===== config.mk =====
export PLATFORM = sky130hd
export DESIGN_NAME = ask_pulse_width_frame_encoder_core
export DESIGN_NICKNAME = d
export VERILOG_FILES = /design/src/rtl/apwfe_pkg.sv /design/src/rtl/apwfe_byte_fifo.sv /design/src/rtl/ask_pulse_width_frame_encoder_core.sv
export SDC_FILE = /design/constraint.sdc
export NUM_CORES = 1
export LEC_CHECK = 0
export BUFFER_PORTS_ARGS = -buffer_cell sky130_fd_sc_hd__buf_2
export CAP_MARGIN = 10
export CORE_MARGIN = 2
export CORE_UTILIZATION = 50
export CTS_CLUSTER_DIAMETER = 40
export CTS_CLUSTER_SIZE = 28
export DETAILED_ROUTE_END_ITERATION = 8
export PLACE_DENSITY = 0.63
export SKIP_CTS_REPAIR_TIMING = 1
export SYNTH_ARGS = -nofsm -noshare
export SYNTH_HDL_FRONTEND = slang
export SYNTH_SLANG_ARGS = --single-unit

===== constraint.sdc =====
create_clock -name clock -period 5.9 [get_ports clock]
set_clock_uncertainty 0.15 [all_clocks]
set_input_delay 0.59 -clock clock [delete_from_list [all_inputs] [get_ports clock]]
set_output_delay 0.59 -clock clock [all_outputs]
set_load 0.05 [all_outputs]

===== src/rtl/apwfe_pkg.sv =====
package apwfe_pkg;

   localparam int FIFO_DEPTH  = 16;
   localparam int FRAME_BYTES = 4;
   localparam int FRAME_BITS  = FRAME_BYTES * 8;

   localparam int PTR_W   = $clog2(FIFO_DEPTH);
   localparam int CNT_W   = $clog2(FIFO_DEPTH + 1);
   localparam int BITS_W  = 6;
   localparam int PER_W   = 16;
   localparam int SYNC_SHIFT = 2;
   localparam int CD_W    = PER_W + SYNC_SHIFT;
   localparam int BYTE_W  = 8;
   localparam int BIT_W   = 3;
   localparam int CSR_IDX_W = 1;

   localparam logic [BIT_W-1:0] LAST_BIT = 3'd7;

   localparam logic [CSR_IDX_W-1:0] CSR_SHORT_TICKS = 1'd0;
   localparam logic [CSR_IDX_W-1:0] CSR_LONG_TICKS  = 1'd1;

   localparam logic [PER_W-1:0] SHORT_TICKS_RESET = 16'd1;
   localparam logic [PER_W-1:0] LONG_TICKS_RESET  = 16'd2;

   typedef struct packed {
      logic [CNT_W-1:0]  count;
      logic [BYTE_W-1:0] head_data;
   } fifo_status_type;

endpackage


===== src/rtl/apwfe_byte_fifo.sv =====
module apwfe_byte_fifo
   import apwfe_pkg::*;
(
   input  logic              clock,
   input  logic              reset,
   input  logic              push,
   input  logic [BYTE_W-1:0] push_data,
   input  logic              pop,
   output fifo_status_type   status
);

   logic [BYTE_W-1:0] mem_ff [FIFO_DEPTH];
   logic [PTR_W-1:0]  head_ff, head_in;
   logic [PTR_W-1:0]  tail_ff, tail_in;
   logic [CNT_W-1:0]  count_ff, count_in;

   always_comb begin
      head_in  = head_ff;
      tail_in  = tail_ff;
      count_in = count_ff;
      if (push) begin
         tail_in  = (tail_ff == PTR_W'(FIFO_DEPTH - 1)) ? '0 : tail_ff + 1'b1;
         count_in = count_ff + 1'b1;
      end else if (pop) begin
         head_in = (head_ff == PTR_W'(FIFO_DEPTH - 1)) ? '0 : head_ff + 1'b1;
         if (count_ff != '0) begin
            count_in = count_ff - 1'b1;
         end
      end
   end

   always_ff @(posedge clock) begin
      if (reset) begin
         head_ff  <= '0;
         tail_ff  <= '0;
         count_ff <= '0;
      end else begin
         head_ff  <= head_in;
         tail_ff  <= tail_in;
         count_ff <= count_in;
      end
   end

   always_ff @(posedge clock) begin
      if (push) begin
         mem_ff[tail_ff] <= push_data;
      end
   end

   assign status.count     = count_ff;
   assign status.head_data = mem_ff[head_ff];

endmodule


===== src/rtl/ask_pulse_width_frame_encoder_core.sv =====
// channel | ports                                          | dir
// --------+------------------------------------------------+-----
// req     | req_valid req_ready req_type req_data_byte     | in
// rsp     | rsp_valid rsp_ready rsp_line_level             | out
//         | rsp_line_written rsp_busy_res rsp_push_accepted |
// csr     | csr_we csr_index csr_wdata                     | in
//
// one item per cycle while the output register is empty or being drained; each item
// updates state at its accept edge and its result sits in an output register the next cycle
// req_ready is high while the output register is empty or being drained
// synchronous reset clears the queue pointers, frame state and the result valid
module ask_pulse_width_frame_encoder_core
   import apwfe_pkg::*;
(
   input  logic                 clock,
   input  logic                 reset,
   input  logic                 req_valid,
   output logic                 req_ready,
   input  logic                 req_type,
   input  logic [BYTE_W-1:0]    req_data_byte,
   output logic                 rsp_valid,
   input  logic                 rsp_ready,
   output logic                 rsp_line_level,
   output logic                 rsp_line_written,
   output logic                 rsp_busy_res,
   output logic                 rsp_push_accepted,
   input  logic                 csr_we,
   input  logic [CSR_IDX_W-1:0] csr_index,
   input  logic [PER_W-1:0]     csr_wdata
);

   logic [PER_W-1:0]  short_ticks_ff, short_ticks_in;
   logic [PER_W-1:0]  long_ticks_ff, long_ticks_in;
   logic [BYTE_W-1:0] shift_ff, shift_in;
   logic [BIT_W-1:0]  bit_ff, bit_in;
   logic [BITS_W-1:0] frame_bits_ff, frame_bits_in;
   logic              half_ff, half_in;
   logic              busy_ff, busy_in;
   logic [CD_W-1:0]   cd_ff, cd_in;
   logic              level_ff, level_in;
   logic              rsp_valid_ff, rsp_valid_in;
   logic              written_ff, written_in;
   logic              accepted_ff, accepted_in;

   logic              accept;
   logic              push;
   logic              pop;
   logic              load;
   logic              one;
   logic [BYTE_W-1:0] cur_byte;
   logic [CD_W-1:0]   cd_dec;
   logic [CD_W-1:0]   short_cd;
   logic [CD_W-1:0]   long_cd;
   logic [CD_W-1:0]   sync_cd;
   fifo_status_type   fifo_st;

   apwfe_byte_fifo u_fifo (
      .clock     (clock),
      .reset     (reset),
      .push      (push),
      .push_data (req_data_byte),
      .pop       (pop),
      .status    (fifo_st)
   );

   assign req_ready = !rsp_valid_ff || rsp_ready;
   assign accept    = req_valid && req_ready;
   assign short_cd  = CD_W'(short_ticks_ff);
   assign long_cd   = CD_W'(long_ticks_ff);
   assign sync_cd   = {long_ticks_ff, {SYNC_SHIFT{1'b0}}};
   assign cd_dec    = (cd_ff == '0) ? '0 : cd_ff - 1'b1;
   assign load      = (bit_ff == '0) && !half_ff;
   assign cur_byte  = load ? fifo_st.head_data : shift_ff;
   assign one       = cur_byte[BYTE_W-1];

   always_comb begin
      short_ticks_in = short_ticks_ff;
      long_ticks_in  = long_ticks_ff;
      if (csr_we) begin
         unique case (csr_index)
            CSR_SHORT_TICKS: short_ticks_in = csr_wdata;
            CSR_LONG_TICKS:  long_ticks_in  = csr_wdata;
            default: ;
         endcase
      end
   end

   always_comb begin
      shift_in      = shift_ff;
      bit_in        = bit_ff;
      frame_bits_in = frame_bits_ff;
      half_in       = half_ff;
      busy_in       = busy_ff;
      cd_in         = cd_ff;
      level_in      = level_ff;
      written_in    = 1'b0;
      accepted_in   = 1'b0;
      push          = 1'b0;
      pop           = 1'b0;
      if (accept) begin
         if (req_type) begin
            if (fifo_st.count != CNT_W'(FIFO_DEPTH)) begin
               push        = 1'b1;
               accepted_in = 1'b1;
               if (!busy_ff) begin
                  cd_in   = CD_W'(1);
                  busy_in = 1'b1;
               end
            end
         end else if (busy_ff) begin
            cd_in = cd_dec;
            if (cd_dec == '0) begin
               if (frame_bits_ff < BITS_W'(FRAME_BITS)) begin
                  if (load && fifo_st.count == '0) begin
                     cd_in = CD_W'(1);
                  end else begin
                     shift_in   = cur_byte;
                     written_in = 1'b1;
                     if (half_ff) begin
                        level_in      = 1'b0;
                        half_in       = 1'b0;
                        cd_in         = one ? short_cd : long_cd;
                        frame_bits_in = frame_bits_ff + 1'b1;
                        if (bit_ff >= LAST_BIT) begin
                           bit_in = '0;
                           pop    = 1'b1;
                        end else begin
                           bit_in   = bit_ff + 1'b1;
                           shift_in = {cur_byte[BYTE_W-2:0], 1'b0};
                        end
                     end else begin
                        level_in = 1'b1;
                        half_in  = 1'b1;
                        cd_in    = one ? long_cd : short_cd;
                     end
                  end
               end else if (half_ff) begin
                  if (frame_bits_ff > BITS_W'(FRAME_BITS)) begin
                     half_in       = 1'b0;
                     frame_bits_in = '0;
                     cd_in         = CD_W'(1);
                     if (fifo_st.count == '0) begin
                        busy_in = 1'b0;
                     end
                  end else begin
                     level_in      = 1'b0;
                     written_in    = 1'b1;
                     cd_in         = sync_cd;
                     frame_bits_in = frame_bits_ff + 1'b1;
                  end
               end else begin
                  level_in   = 1'b1;
                  written_in = 1'b1;
                  half_in    = 1'b1;
                  cd_in      = long_cd;
               end
            end
         end
      end
   end

   always_comb begin
      rsp_valid_in = rsp_valid_ff;
      if (accept) begin
         rsp_valid_in = 1'b1;
      end else if (rsp_ready) begin
         rsp_valid_in = 1'b0;
      end
   end

   always_ff @(posedge clock) begin
      if (reset) begin
         short_ticks_ff <= SHORT_TICKS_RESET;
         long_ticks_ff  <= LONG_TICKS_RESET;
         shift_ff       <= '0;
         bit_ff         <= '0;
         frame_bits_ff  <= '0;
         half_ff        <= 1'b0;
         busy_ff        <= 1'b0;
         cd_ff          <= '0;
         level_ff       <= 1'b0;
         rsp_valid_ff   <= 1'b0;
      end else begin
         short_ticks_ff <= short_ticks_in;
         long_ticks_ff  <= long_ticks_in;
         shift_ff       <= shift_in;
         bit_ff         <= bit_in;
         frame_bits_ff  <= frame_bits_in;
         half_ff        <= half_in;
         busy_ff        <= busy_in;
         cd_ff          <= cd_in;
         level_ff       <= level_in;
         rsp_valid_ff   <= rsp_valid_in;
      end
   end

   // result payload
   always_ff @(posedge clock) begin
      if (accept) begin
         written_ff  <= written_in;
         accepted_ff <= accepted_in;
      end
   end

   assign rsp_valid         = rsp_valid_ff;
   assign rsp_line_level    = level_ff;
   assign rsp_line_written  = written_ff;
   assign rsp_busy_res      = busy_ff;
   assign rsp_push_accepted = accepted_ff;

endmodule


==> out/results.ini <==
[cells_and_area]
area_growth_pct=15.62
drive_gt1_frac=0.1710
fillCellCount=1630
ff_latch_area_um2=5667
finalNetCount=976
multiInputGateArea_um2=4187
antenna_cells=0

[routing]
viasPerCell=6.061
antenna_left=0
wl_um=25210
vias=7382
first_pass_iters=5
drc=0
drtIter0Drc=982
wl_per_cell_um=20.70

[sta]
setup_violations=0
slew_headroom=0.2625
worst_slew_pin_slew_ps=1102
final.setup.tns_ps=0
fmax_ghz=0.2508
finalMaxSlewViolations=0
finalCritPeriodShare=0.6759
finalCriticalPeriod_ps=3988
setup_ws_ps=1912
rsz0062_at_grt=false
finalHoldViolations=0

[floorplanning]
core_um2=19650
io-pin-count=37
dieArea_um2=21350
die_h_um=146.1
die_width_um=146.1
num_rows=51
start_util=0.5138

[place]
portBuffers=36
place.detailed.hpwl_um=16730
dp_slack_ps=2062
gp_congestion=0.9874

[worst_setup_path]
cp_max_fo=10
crit_start=cd_ff[8]
required_ps=6150
path_class=reg2reg
critical_path.endpoint_type=flip-flop
startpoint_type=flip-flop
r2r_start=cd_ff[8]
crit_arrival_ps=4230

[yosys]
netlist_top_cells_count=130 x edfxtp_1, 129 x nand2_1, 88 x dfxtp_1
synth_edf_count=130
synth.most_common_cell=edfxtp_1
synth_area_um2=10100
syn_avg_cell_area_um2=11.23
synth_top_area_share=0.3866
synthArstFlopShare=0
synthesis.instances=899
yosysUniqueCellTypes=61
synthFlopType=edfxtp_1
synth_seq_area_share=0.5610
synthTopCellsByArea=edfxtp_1 39%, dfxtp_1 17%, mux4_2 7.8%
synth_warnings=0
yosys.area.top_type=edfxtp_1
synth-seq-cells=218
synth_nets=946

[global_route]
grt_usage=0.2381
grt_pass1_wl_um=39880
grt_max_degree=70
antenna_found_initial=0
grt_pass1_vias=7273
grt-ovfl-total=0

[clock_tree]
clkTransAtPathRegs_ps=50
clock_path_buffers=3
cts_buffers=35
clkLatencyLatePin_ps=500
cts_htree_levels=2
tritoncts=yes
cts_root_buffer=clkbuf_16
cts.sinks=218

[hold_path]
hp-start=csr_wdata[1]
hold_class=in2reg

[status]
status=complete, no violations

[power_and_ir_drop]
p_leak_nw=4.025
max-vdd-ir-drop_v=0.0002773
powerDensity_nw_per_um2=374.3

[job]
maxCapViolCount=0

## cell type report
cell class	count	area share
clock buffer	45	0.08444
clock inverter	16	0.01757
inverter	17	0.005465
multi-input combinational	614	0.3586
sequential	218	0.4853
tap	265	0.02840
timing repair buffer	43	0.02025
## report_power, final
part           switching [mW]  internal [mW]  leakage [nW]
Sequential             0.0453           1.65          1.89
Clock                   0.693           1.36         0.577
Combinational           0.421          0.203          1.56
Total                    1.16           3.21          4.03
## layer usage
metal,share of wire,up-vias,global-route usage,routed length [µm]
met5,0,-,0,0
met4,0.017,0,0.06699,441
met3,0.075,42,0.05531,1899
met2,0.46,273,0.3611,11610
met1,0.45,3639,0.3464,11250
li1,-,3428,-,-
## critical path: stages, from the launching register on
cell and delay (ps):
dfxtp_1 360, nor4_1 710, nand4_1 370, nor2_1 280, mux2i_1 750, a31oi_1 340
nor3_1 660, nand4_1 180, o31ai_1 110
## layout by cell type, fill, tap and decap left out, types with 4 or more instances in the layout
cell type  Yosys  layout
xnor2_1        4       4
dfxtp_1       88      87
nor4_1         8       8
and3_1         7       7
a32oi_1        5       5
o21ai_0       48      48
a21oi_1       76      76
inv_1         15      15
nand4_1       11      11
nor3_2         0       4
edfxtp_1     130     130
nor2_1        65      65
nor2b_1        6       6
xor2_1         4       4
a31oi_1        9       9
buf_2          0      36
or4_1          4       4
a22oi_1       10      10
ha_1          15      15
nand2b_1      12      12
buf_4          0       6
o31ai_1        8       8
and2_1        10      10
mux2i_1       26      26
o2bb2ai_1      8       8
nand2_1      129     129
a22o_1         4       4
nand3_1       31      31
bufinv_16      0       4
mux2_2        10      10
clkbuf_1      42       5
mux4_2        35      35
nor3_1        19      15
clkbuf_16      0      37
## kinds of logic after synthesis
logic type	count (synthesis)	share of synthesized area
AO/OA/AOI/OAI	193	0.1170
adder cells (fa/ha/maj)	16	0.02057
flip-flops	218	0.5610
AND/OR/NAND/NOR	326	0.1531
XOR/XNOR	8	0.006938
buffers and inverters	67	0.02639
multiplexers	71	0.1150
## path summary, 6_finish.rpt
| check | slack, ps | end | depth (start not counted) |
|---|---|---|---|
| worst max-delay path | 1910 | bit_ff[1] | 8 |
| worst max register to register | 1910 | bit_ff[1] | 8 |
| worst min register to register | 300 | short_ticks_ff[7] | 2 |
| worst min-delay path | 160 | long_ticks_ff[1] | 3 |
## flip-flops by register name (all words and copies together), names as in the netlist, 4 cells and up, named ones only
signal and flops:
frame_bits_ff 6, u_fifo.head_ff 4, long_ticks_ff 16, u_fifo.count_ff 5, u_fifo.tail_ff 4, cd_ff 18, u_fifo.mem_ff 128, shift_ff 8
short_ticks_ff 16
## stage by stage
stage	utilization	hold WS [ps]	cells	power, mW	area, µm²
finish	0.5941	164.6	1218	4.371	11680
global route	0.5941	180.5	1218	4.536	11680
CTS	0.5935	151.2	1217	4.390	11660
detailed placement	0.5329	300.7	1156	2.335	10470
global placement	0.5329	294.4	1156	2.325	10470
floorplan	-	283.8	899	2.183	10100
(Power assumes the default switching activity.)
